--- config.mk ---
export PLATFORM = sky130hd
export DESIGN_NAME = periodic_callback_scheduler
export DESIGN_NICKNAME = d
export VERILOG_FILES = /design/src/hw/rtl/pcs_pkg.sv /design/src/hw/rtl/periodic_callback_scheduler.sv
export SDC_FILE = /design/constraint.sdc
export NUM_CORES = 1
export LEC_CHECK = 0
export BUFFER_PORTS_ARGS = -buffer_cell sky130_fd_sc_hd__buf_4
export CAP_MARGIN = 20
export CORE_ASPECT_RATIO = 0.6
export CORE_MARGIN = 2
export CORE_UTILIZATION = 45
export DETAILED_ROUTE_END_ITERATION = 10
export SLEW_MARGIN = 20
export SYNTH_ARGS = -nofsm -noshare
export SYNTH_HDL_FRONTEND = slang
export SYNTH_SLANG_ARGS = --single-unit
export TNS_END_PERCENT = 20
--- constraint.sdc ---
create_clock -name aclk -period 7.8 [get_ports aclk]
set_input_delay 0.39 -clock aclk [delete_from_list [all_inputs] [get_ports aclk]]
set_output_delay 0.39 -clock aclk [all_outputs]
set_load 0.02 [all_outputs]
--- src/hw/rtl/pcs_pkg.sv ---
// Shared types and constants for the periodic callback scheduler.
package pcs_pkg;

    localparam int MaxEntries  = 8;
    localparam int SlotBits    = 3;
    localparam int CountBits   = 4;
    localparam int KeyBits     = 16;
    localparam int IntervalBits = 32;

    typedef enum logic [2:0] {
        FUNC_TICK   = 3'd0,
        FUNC_ADD    = 3'd1,
        FUNC_REMOVE = 3'd2,
        FUNC_CLEAR  = 3'd3,
        FUNC_READ   = 3'd4
    } func_t;

    typedef enum logic [1:0] {
        KIND_STATUS  = 2'd0,
        KIND_FIRE    = 2'd1,
        KIND_NOFIRE  = 2'd2,
        KIND_READ    = 2'd3
    } kind_t;

    typedef enum logic [2:0] {
        ST_IDLE,
        ST_SCAN,
        ST_DIV,
        ST_EMIT,
        ST_DONE
    } state_t;

endpackage

--- src/hw/rtl/periodic_callback_scheduler.sv ---
// Top level of the periodic callback scheduler with its sequencer and shared divider.
//
// The block keeps a 32-bit tick counter and a packed table of eight entries
// (key and interval). Input words arrive on the s_ stream; s_tuser carries
// func and tdata carries key, interval and slot. Result words leave on the
// m_ stream with the result kind on m_tuser and tlast set on the final result
// of an input word.
//
// Add, remove, clear and read take one word each: add and remove walk the
// table one slot per cycle. A tick walks the live entries in slot order and
// runs one shared restoring divider on each nonzero interval, one quotient
// bit per cycle. A fire word is held until the next fire or the end of the
// walk so the final one can carry tlast.
// The block takes one input word at a time and is not ready meanwhile.
// Each result sits in an output register until the receiver takes it; a
// stall on m_tready holds the sequencer at that result.
// After a synchronous reset (aresetn low) the counter, the entry count and
// the table are zero and the block is ready at once.
module periodic_callback_scheduler (
    input  logic        aclk,
    input  logic        aresetn,
    input  logic        s_tvalid,
    output logic        s_tready,
    // func[2:0]
    input  logic [2:0]  s_tuser,
    // key[15:0], interval[47:16], slot[50:48], zero fill
    input  logic [55:0] s_tdata,
    output logic        m_tvalid,
    input  logic        m_tready,
    // result_kind[1:0]
    output logic [1:0]  m_tuser,
    // ok[0], key_out[16:1], slot_out[19:17], interval_out[51:20],
    // entries_in_use[55:52]
    output logic [55:0] m_tdata,
    output logic        m_tlast
);

    localparam int SB = pcs_pkg::SlotBits;
    localparam int CB = pcs_pkg::CountBits;
    localparam int KB = pcs_pkg::KeyBits;
    localparam int IB = pcs_pkg::IntervalBits;
    localparam int DivCntBits = 6;

    pcs_pkg::state_t state_reg, state_next;

    logic [IB-1:0] tick_reg;
    logic [CB-1:0] count_reg;
    logic [KB-1:0] key_reg [pcs_pkg::MaxEntries];
    logic [IB-1:0] ival_reg [pcs_pkg::MaxEntries];

    // Latched input word.
    logic [2:0]    func_reg;
    logic [KB-1:0] in_key_reg;
    logic [IB-1:0] in_ival_reg;
    logic [SB-1:0] in_slot_reg;

    // Scan index and fire tracking.
    logic [CB-1:0] idx_reg;
    logic          fired_reg;
    logic          found_reg;

    // Fire word held back until it is known whether it is the last one.
    logic [KB-1:0] hold_key_reg;
    logic [SB-1:0] hold_slot_reg;
    logic [IB-1:0] hold_ival_reg;

    // Shared divider: remainder and quotient-bit count.
    logic [IB:0]   rem_reg;
    logic [IB-1:0] dvd_reg;
    logic [DivCntBits-1:0] dcnt_reg;

    // Output register.
    logic          mv_reg;
    logic [1:0]    o_kind_reg;
    logic          o_ok_reg;
    logic [KB-1:0] o_key_reg;
    logic [SB-1:0] o_slot_reg;
    logic [IB-1:0] o_ival_reg;
    logic          o_last_reg;

    // Value loaded into the output register.
    logic          o_load;
    logic [1:0]    o_kind_next;
    logic          o_ok_next;
    logic [KB-1:0] o_key_next;
    logic [SB-1:0] o_slot_next;
    logic [IB-1:0] o_ival_next;
    logic          o_last_next;

    logic          s_acc, m_acc, out_free;
    logic [SB-1:0] idx_slot;
    logic [IB:0]   trial;
    logic          scan_end;
    logic          add_ok;

    assign s_acc    = s_tvalid && s_tready;
    assign m_acc    = m_tvalid && m_tready;
    assign out_free = !mv_reg || m_tready;
    assign idx_slot = idx_reg[SB-1:0];
    assign scan_end = (idx_reg >= count_reg);
    assign trial    = {rem_reg[IB-1:0], dvd_reg[IB-1]} - {1'b0, ival_reg[idx_slot]};
    assign add_ok   = !found_reg && (count_reg < CB'(pcs_pkg::MaxEntries));

    // Next-state logic.
    always_comb begin
        state_next = state_reg;
        case (state_reg)
            pcs_pkg::ST_IDLE: begin
                if (s_acc) begin
                    state_next = pcs_pkg::ST_SCAN;
                end
            end
            pcs_pkg::ST_SCAN: begin
                if (func_reg == pcs_pkg::FUNC_TICK) begin
                    if (scan_end) begin
                        state_next = pcs_pkg::ST_DONE;
                    end else if (ival_reg[idx_slot] != '0) begin
                        state_next = pcs_pkg::ST_DIV;
                    end
                end else if (func_reg == pcs_pkg::FUNC_ADD ||
                             func_reg == pcs_pkg::FUNC_REMOVE) begin
                    if (scan_end || (in_key_reg == key_reg[idx_slot])) begin
                        state_next = pcs_pkg::ST_DONE;
                    end
                end else begin
                    state_next = pcs_pkg::ST_DONE;
                end
            end
            pcs_pkg::ST_DIV: begin
                if (dcnt_reg == DivCntBits'(IB - 1)) begin
                    state_next = pcs_pkg::ST_EMIT;
                end
            end
            pcs_pkg::ST_EMIT: begin
                if (out_free) begin
                    state_next = pcs_pkg::ST_SCAN;
                end
            end
            pcs_pkg::ST_DONE: begin
                if (out_free) begin
                    state_next = pcs_pkg::ST_IDLE;
                end
            end
            default: state_next = pcs_pkg::ST_IDLE;
        endcase
    end

    // Output decode of the state.
    always_comb begin
        s_tready = 1'b0;
        case (state_reg)
            pcs_pkg::ST_IDLE: s_tready = 1'b1;
            default:          s_tready = 1'b0;
        endcase
    end

    // Result word to load: a released fire word, or the closing word.
    always_comb begin
        o_load      = 1'b0;
        o_kind_next = pcs_pkg::KIND_STATUS;
        o_ok_next   = 1'b0;
        o_key_next  = '0;
        o_slot_next = '0;
        o_ival_next = '0;
        o_last_next = 1'b1;
        case (state_reg)
            pcs_pkg::ST_EMIT: begin
                // A new fire releases the one held before it.
                o_load      = out_free && (rem_reg == '0) && fired_reg;
                o_kind_next = pcs_pkg::KIND_FIRE;
                o_key_next  = hold_key_reg;
                o_slot_next = hold_slot_reg;
                o_ival_next = hold_ival_reg;
                o_last_next = 1'b0;
            end
            pcs_pkg::ST_DONE: begin
                o_load = out_free;
                case (func_reg)
                    pcs_pkg::FUNC_TICK: begin
                        // Close the run: the held fire word carries tlast, or report none.
                        if (fired_reg) begin
                            o_kind_next = pcs_pkg::KIND_FIRE;
                            o_key_next  = hold_key_reg;
                            o_slot_next = hold_slot_reg;
                            o_ival_next = hold_ival_reg;
                        end else begin
                            o_kind_next = pcs_pkg::KIND_NOFIRE;
                        end
                    end
                    pcs_pkg::FUNC_ADD:    o_ok_next = add_ok;
                    pcs_pkg::FUNC_REMOVE: o_ok_next = found_reg;
                    pcs_pkg::FUNC_CLEAR:  o_ok_next = 1'b1;
                    pcs_pkg::FUNC_READ: begin
                        o_kind_next = pcs_pkg::KIND_READ;
                        o_key_next  = key_reg[in_slot_reg];
                        o_slot_next = in_slot_reg;
                        o_ival_next = ival_reg[in_slot_reg];
                    end
                    default: ;
                endcase
            end
            default: ;
        endcase
    end

    always_ff @(posedge aclk) begin
        if (!aresetn) begin
            state_reg <= pcs_pkg::ST_IDLE;
        end else begin
            state_reg <= state_next;
        end
    end

    // Output register.
    always_ff @(posedge aclk) begin
        if (!aresetn) begin
            mv_reg <= 1'b0;
        end else begin
            if (o_load) begin
                mv_reg <= 1'b1;
            end else if (m_acc) begin
                mv_reg <= 1'b0;
            end
            if (o_load) begin
                o_kind_reg <= o_kind_next;
                o_ok_reg   <= o_ok_next;
                o_key_reg  <= o_key_next;
                o_slot_reg <= o_slot_next;
                o_ival_reg <= o_ival_next;
                o_last_reg <= o_last_next;
            end
        end
    end

    // Datapath: table, counter and divider.
    always_ff @(posedge aclk) begin
        if (!aresetn) begin
            tick_reg  <= '0;
            count_reg <= '0;
            for (int i = 0; i < pcs_pkg::MaxEntries; i++) begin
                key_reg[i]  <= '0;
                ival_reg[i] <= '0;
            end
        end else begin
            case (state_reg)
                pcs_pkg::ST_IDLE: begin
                    if (s_acc) begin
                        func_reg    <= s_tuser;
                        in_key_reg  <= s_tdata[15:0];
                        in_ival_reg <= s_tdata[47:16];
                        in_slot_reg <= s_tdata[50:48];
                        idx_reg     <= '0;
                        fired_reg   <= 1'b0;
                        found_reg   <= 1'b0;
                        if (s_tuser == pcs_pkg::FUNC_TICK) begin
                            tick_reg <= tick_reg + 1'b1;
                        end
                    end
                end
                pcs_pkg::ST_SCAN: begin
                    if (func_reg == pcs_pkg::FUNC_TICK) begin
                        if (!scan_end) begin
                            if (ival_reg[idx_slot] != '0) begin
                                rem_reg  <= '0;
                                dvd_reg  <= tick_reg;
                                dcnt_reg <= '0;
                            end else begin
                                idx_reg <= idx_reg + 1'b1;
                            end
                        end
                    end else if (func_reg == pcs_pkg::FUNC_ADD ||
                                 func_reg == pcs_pkg::FUNC_REMOVE) begin
                        if (!scan_end && in_key_reg == key_reg[idx_slot]) begin
                            found_reg <= 1'b1;
                        end else if (!scan_end) begin
                            idx_reg <= idx_reg + 1'b1;
                        end
                    end
                end
                pcs_pkg::ST_DIV: begin
                    // One restoring step: shift in a dividend bit, subtract if it fits.
                    dvd_reg  <= {dvd_reg[IB-2:0], 1'b0};
                    dcnt_reg <= dcnt_reg + 1'b1;
                    if (!trial[IB]) begin
                        rem_reg <= trial;
                    end else begin
                        rem_reg <= {rem_reg[IB-1:0], dvd_reg[IB-1]};
                    end
                end
                pcs_pkg::ST_EMIT: begin
                    if (out_free) begin
                        idx_reg <= idx_reg + 1'b1;
                        if (rem_reg == '0) begin
                            fired_reg     <= 1'b1;
                            hold_key_reg  <= key_reg[idx_slot];
                            hold_slot_reg <= idx_slot;
                            hold_ival_reg <= ival_reg[idx_slot];
                        end
                    end
                end
                pcs_pkg::ST_DONE: begin
                    if (out_free) begin
                        case (func_reg)
                            pcs_pkg::FUNC_ADD: begin
                                if (add_ok) begin
                                    key_reg[count_reg[SB-1:0]]  <= in_key_reg;
                                    ival_reg[count_reg[SB-1:0]] <= in_ival_reg;
                                    count_reg <= count_reg + 1'b1;
                                end
                            end
                            pcs_pkg::FUNC_REMOVE: begin
                                if (found_reg) begin
                                    key_reg[idx_slot]  <= key_reg[SB'(count_reg - 1'b1)];
                                    ival_reg[idx_slot] <= ival_reg[SB'(count_reg - 1'b1)];
                                    count_reg <= count_reg - 1'b1;
                                end
                            end
                            pcs_pkg::FUNC_CLEAR: begin
                                count_reg <= '0;
                            end
                            default: ;
                        endcase
                    end
                end
                default: ;
            endcase
        end
    end

    // Entries count after add/remove is shown live from count_reg on the
    // status word: it changes only at the edge that loads a new word.
    logic [CB-1:0] count_shown;
    always_comb begin
        count_shown = count_reg;
    end

    assign m_tvalid = mv_reg;
    assign m_tlast  = o_last_reg;
    assign m_tuser  = o_kind_reg;
    assign m_tdata  = {count_shown, o_ival_reg, o_slot_reg, o_key_reg, o_ok_reg};

    // The input side is closed whenever the sequencer is busy.
    assert property (@(posedge aclk) disable iff (!aresetn)
        (state_reg != pcs_pkg::ST_IDLE) |-> !s_tready)
        else $error("input ready while busy");

    // The entry count never exceeds the table size.
    assert property (@(posedge aclk) disable iff (!aresetn)
        count_reg <= CB'(pcs_pkg::MaxEntries))
        else $error("entry count overflow");

    // A held result is never overwritten while the receiver stalls.
    assert property (@(posedge aclk) disable iff (!aresetn)
        (mv_reg && !m_tready) |=> (mv_reg && $stable(o_ival_reg) && $stable(o_key_reg)))
        else $error("stalled result changed");

endmodule

======== Word level (Yosys, flattened, before mapping) ========
Memory sizes are Yosys's and may differ from the RTL's. A register that Yosys moved wholly into a read port is not among the register bits.
Cells that the tools add are included.
storage, ports and cells
  bits in writable memories ............... 384
  memories kept ........................... 2
  bits in registers ....................... 277
  input bits .............................. 63
  word-level logic and storage cells ...... 190
  output and inout port bits .............. 61
cells by class
  reductions and logical operators ........ 37
  magnitude comparators ................... 2
  eq/ne operators ......................... 30
  $add $sub $neg .......................... 6
  multiplexer cells ....................... 90
memories
  memory    words  width  rd ports  clocked after Yosys merged registers in  write ports  line                               text
  ival_reg  8      32     3         2                                        8            periodic_callback_scheduler.sv:49  logic [IB-1:0] ival_reg [pcs_pkg::MaxEntries];
  key_reg   8      16     3         2                                        8            periodic_callback_scheduler.sv:48  logic [KB-1:0] key_reg [pcs_pkg::MaxEntries];
operator list
  operator                                                               number
  32-bit two-way mux                                                     6
  32-bit case mux with 2 select lines                                    3
  33-bit two-way mux                                                     4
  33-bit case mux with 2 select lines                                    1
  16-bit case mux with 2 select lines                                    2
  32-bit OR reduction                                                    2
  3-bit two-way mux                                                      18
  16-bit two-way mux                                                     3
  4-bit two-way mux                                                      10
  33-bit zero test                                                       1
  33-bit by 32-bit subtractor with 33-bit output                         1
  32-bit by 1-bit adder with 32-bit output, second input constant        1
  32-bit nonzero test                                                    1
  16-bit OR reduction                                                    2
  1-bit two-way mux                                                      27
  2-bit inequality test, second input constant                           13
  4-bit case mux with 3 select lines                                     2
  6-bit two-way mux                                                      3
  16-bit equality test                                                   1
  3-bit case mux with 5 select lines                                     1
  5-bit AND reduction                                                    3
  3-bit by 2-bit equality test with 1-bit output, second input constant  4
  3-bit inequality test, second input constant                           4
  4-bit inequality test, second input constant                           3
  25 further kinds                                                       49

======== Depth between registers and ports, before layout ========
  word-level depth ........................ 11
  mapped depth ............................ 19
  mapped depth without buffers ............ 13

======== Worst setup path before layout ========
OpenSTA, ideal clock, no wires.
  kind .................................... register to register
  start point ............................. register with a tool-made name
  end point ............................... register rem_reg[15], data pin
  arrival time ............................ 4.421 ns
  required time ........................... 7.540 ns
  setup slack ............................. 3.119 ns
  stages on the path, launching flop included .. 18
  cell sequence ........................... dfxtp_1 buf_2 clkbuf_1 clkbuf_1 buf_1 mux2i_1 inv_1 fa_1 nand2b_1 a21oi_2 o2111ai_1 a211o_1 a21oi_2 a31o_2 a21boi_1 nor3_1 buf_4 mux2_2
RTL lines
  item                  line                                text
  end signal, assigned  periodic_callback_scheduler.sv:285  rem_reg <= trial;
  end signal, assigned  periodic_callback_scheduler.sv:287  rem_reg <= {rem_reg[IB-1:0], dvd_reg[IB-1]};
  end, declared         periodic_callback_scheduler.sv:68   logic [IB:0] rem_reg;

==> results.py <==
metrics = {
    "setup_path": {
        "rr_worst_depth": 15,
        "critPathRequiredTime_ps": 8180,
        "crit_path_end_kind": "register",
        "crit_buf_inv": 3,
        "crit_path_start_kind": "register",
        "rr_endpoint": "rem_reg[12]",
        "critical_path_class": "reg2reg",
        "critPathMaxStageDelay_ps": 890,
        "r2r_slack_ps": 1920,
        "critPathArrivalTime_ps": 6260,
        "crit_chain": "buf_4 -> mux4_2 -> mux2i_1 -> inv_1 -> fa_1 -> nand2b_1 -> a21oi_2 -> o2111ai_1 -> a211o_1 -> a21oi_2 -> a31o_2 -> a21boi_1 -> nor3_2 -> buf_4 -> mux2i_1",
        "cpLargestDelayFamily": "compound AO/OA/AOI/OAI gates",
        "worstPathMaxFanout": 36,
        "cpMaxStageDelayCell": "nor3_2",
    },
    "sta": {
        "rsz0062_at_grt": "no",
        "hold_viol_final": 0,
        "slew_viol_final": 0,
        "fin_setup_tns_ps": 0,
        "finalCritPeriodShare": 0.7533,
        "clock.fmax_ghz": 0.1702,
        "tightest_slew_ps": 1141,
        "setup_viol": 0,
        "fin_skew_ps": 26.62,
        "fin_crit_ps": 5876,
        "max_slew_margin": 0.2392,
    },
    "hold_path": {
        "whs_path_depth": 4,
        "min_path_type": "in2reg",
        "hold_end": "state_reg[2]",
        "hold_start": "m_tready",
    },
    "placement": {
        "port_buffers": 118,
        "hpwlAfterDp_mm": 65.36,
        "gp_congestion": 0.8854,
    },
    "floorplanning": {
        "fp.dieW_um": 368.6,
        "die_h_um": 222.7,
        "coreArea_um2": 79180,
        "dieArea_um2": 82090,
        "rows": 80,
        "start_util": 0.4532,
        "ios": 124,
    },
    "clocking": {
        "htree_levels": 3,
        "clkSinkCount": 667,
        "cts_inserted_buffers": 68,
        "clkTransAtPathRegs_ps": 60,
        "cts_buffer_depth": 3,
        "clock_latency_ps": 660,
        "clock-root-buffer": "clkbuf_16",
        "cts_tree": "done",
    },
    "global_route": {
        "grt_max_degree": 85,
        "grt_pass1_vias": 24540,
        "grt_pass1_wl_mm": 163.7,
        "grt_use_total": 0.2723,
        "overflow": 0,
        "antenna_found_initial": 3,
    },
    "pwr": {
        "power_density_nw_per_um2": 251.3,
        "power.leakage_nw": 14.85,
        "max-vdd-ir-drop_uv": 154.1,
    },
    "cells_and_area": {
        "fillers": 6677,
        "seqCellArea_um2": 19600,
        "final_nets": 2950,
        "largest_register_ffs": 256,
        "drive_gt1_frac": 0.2101,
        "areaGrowthSynthToFinish_pct": 13.19,
        "utilization": 0.5130,
        "multi_input_area_um2": 15460,
    },
    "synthesis": {
        "syn_area_um2": 35880,
        "yosysWarnings": 0,
        "synth_cell_types": 78,
        "syn_area_per_cell_um2": 13.07,
        "ys_seq_area_frac": 0.5453,
        "synth_seq_cells": 667,
        "async_flop_share": 0,
        "synth.net_count": 2851,
        "ys.flop_type": "edfxtp_1",
        "synthCells": 2746,
        "synth-edff-count": 621,
    },
    "routing": {
        "num_vias": 25100,
        "vias_per_cell": 6.330,
        "drc": 0,
        "wl_per_cell_um": 28.21,
        "ant_nets": 0,
        "drt_iter0_markers": 3246,
        "wl_mm": 111.9,
        "firstDrtPassIters": 6,
    },
    "run_status": {
        "run_status": "complete, no violations",
    },
    "flow_run": {
        "maxCapViolCount": 0,
    },
}
## worst max-delay path by stage
stage / slack [ps] / depth (start not counted) / from / endpoint
after global placement: 1960 / 10 / aresetn / ival_reg[3][12]
after detailed placement: 1770 / 10 / aresetn / ival_reg[3][11]
after floorplan: 3120 / 17 / register / rem_reg[15]
after global routing: 1670 / 15 / register / rem_reg[7]
final: 1920 / 15 / register / rem_reg[12]
after CTS: 2020 / 15 / register / rem_reg[9]
## layer usage
metal,wire length (um),GRT usage,share of wire,vias up
met4,2896,0.07926,0.026,4
li1,-,-,-,10610
met3,12830,0.07985,0.11,206
met2,49070,0.3980,0.44,1542
met5,27,0,0.00024,-
met1,47040,0.3948,0.42,12740
## worst register-to-register path: cells and delay by family, from the launching register on
kind / cells / cell delay [ps]
AOI/OAI and AO/OA: 6 / 1500
and+or+nand+nor: 2 / 1100
buffers and inverters: 3 / 1050
DFF: 1 / 840
muxes: 3 / 740
adders and majority gates: 1 / 420
## layout by cell type, fill, tap and decap left out, drive strengths merged, types with 15 or more instances in the layout
cell type | Yosys | routed
a21oi | 97 | 97
nor4 | 27 | 27
o21ai | 89 | 89
mux4 | 268 | 268
mux2 | 24 | 24
nand4 | 16 | 16
mux2i | 192 | 192
xor2 | 26 | 26
clkbuf | 112 | 82
buf | 72 | 159
ha | 41 | 41
and2 | 33 | 33
nand3 | 42 | 42
dlygate4sd3 | 0 | 54
dfxtp | 46 | 46
nand2 | 262 | 262
edfxtp | 621 | 621
and3 | 18 | 18
nor2 | 489 | 489
nor3 | 17 | 17
inv | 53 | 55
clkinv | 0 | 28
xnor2 | 37 | 37
nor2b | 17 | 17
or3 | 15 | 15
## cells by family (layout without fill, tap and decap cells)
family | Yosys count | after routing | share of synthesized area
AOI/OAI and AO/OA | 281 | 281 | 0.04819
buffers and inverters | 237 | 390 | 0.02838
xor gates and xnor gates | 63 | 63 | 0.01538
adders and majority gates | 42 | 42 | 0.01485
and+or+nand+nor | 972 | 972 | 0.1180
other | 0 | 1 | 0
DFF | 667 | 667 | 0.5453
muxes | 484 | 484 | 0.2298
## final cells by class
type / instances / share of cell area
sequential: 667 / 0.4825
clock buffer: 82 / 0.04525
clock inverter: 42 / 0.01124
multi-input combinational: 1842 / 0.3805
antenna: 1 / 0.00006161
inverter: 53 / 0.004898
tap: 1066 / 0.03284
timing repair buffer: 213 / 0.04270
## metrics by stage
stage	hold WS (ps)	instance area (um^2)	cells	setup WS, ps	power, mW
after CTS	50.92	40610	3965	2019	10.21
final	88.99	40620	3966	1924	10.21
after detailed placement	481.0	37780	3787	1767	6.743
after floorplan	457.1	35880	2746	3119	6.026
after global routing	92.90	40610	3965	1666	10.55
after global placement	475.0	37780	3787	1957	6.707
## Yosys cell counts, types with 8 or more instances
library cell	instances	area (um^2)
nor2_1	488	1832
and3_1	18	112.6
o211ai_1	8	60.06
nor3_1	16	80.08
and4_1	8	70.07
buf_1	35	131.4
nand4_1	16	100.1
ha_1	41	513.0
a21oi_1	95	475.5
mux4_2	268	6036
inv_1	53	198.9
nand2_1	260	975.9
a22o_1	9	78.83
a21o_1	13	97.59
mux2_2	19	214.0
buf_4	8	60.06
buf_6	10	112.6
mux2i_1	192	1922
nand2b_1	11	68.82
dfxtp_1	46	920.9
o21ai_0	87	435.4
buf_2	19	95.09
nand3_1	42	210.2
nor4_1	27	168.9
xor2_1	26	227.7
edfxtp_1	621	18650
xnor2_1	37	324.1
and2_1	33	206.5
nor2b_1	17	106.4
clkbuf_1	112	420.4
or3_1	15	93.84
## power breakdown
group	internal [mW]	switching (mW)	total, mW
combinational	1.04	1.41	2.44
clock	1.99	1.47	3.46
sequential	4.08	0.225	4.30
total	7.10	3.10	10.2
## repair_timing
item / 4_1_cts / 5_1_grt
buffers inserted: 0 / 0
resized for setup: 0 / 0
hold endpoints to repair: 57 / 0
hold buffers: 54 / 0
Note: power is estimated with default switching activity, not from simulation.
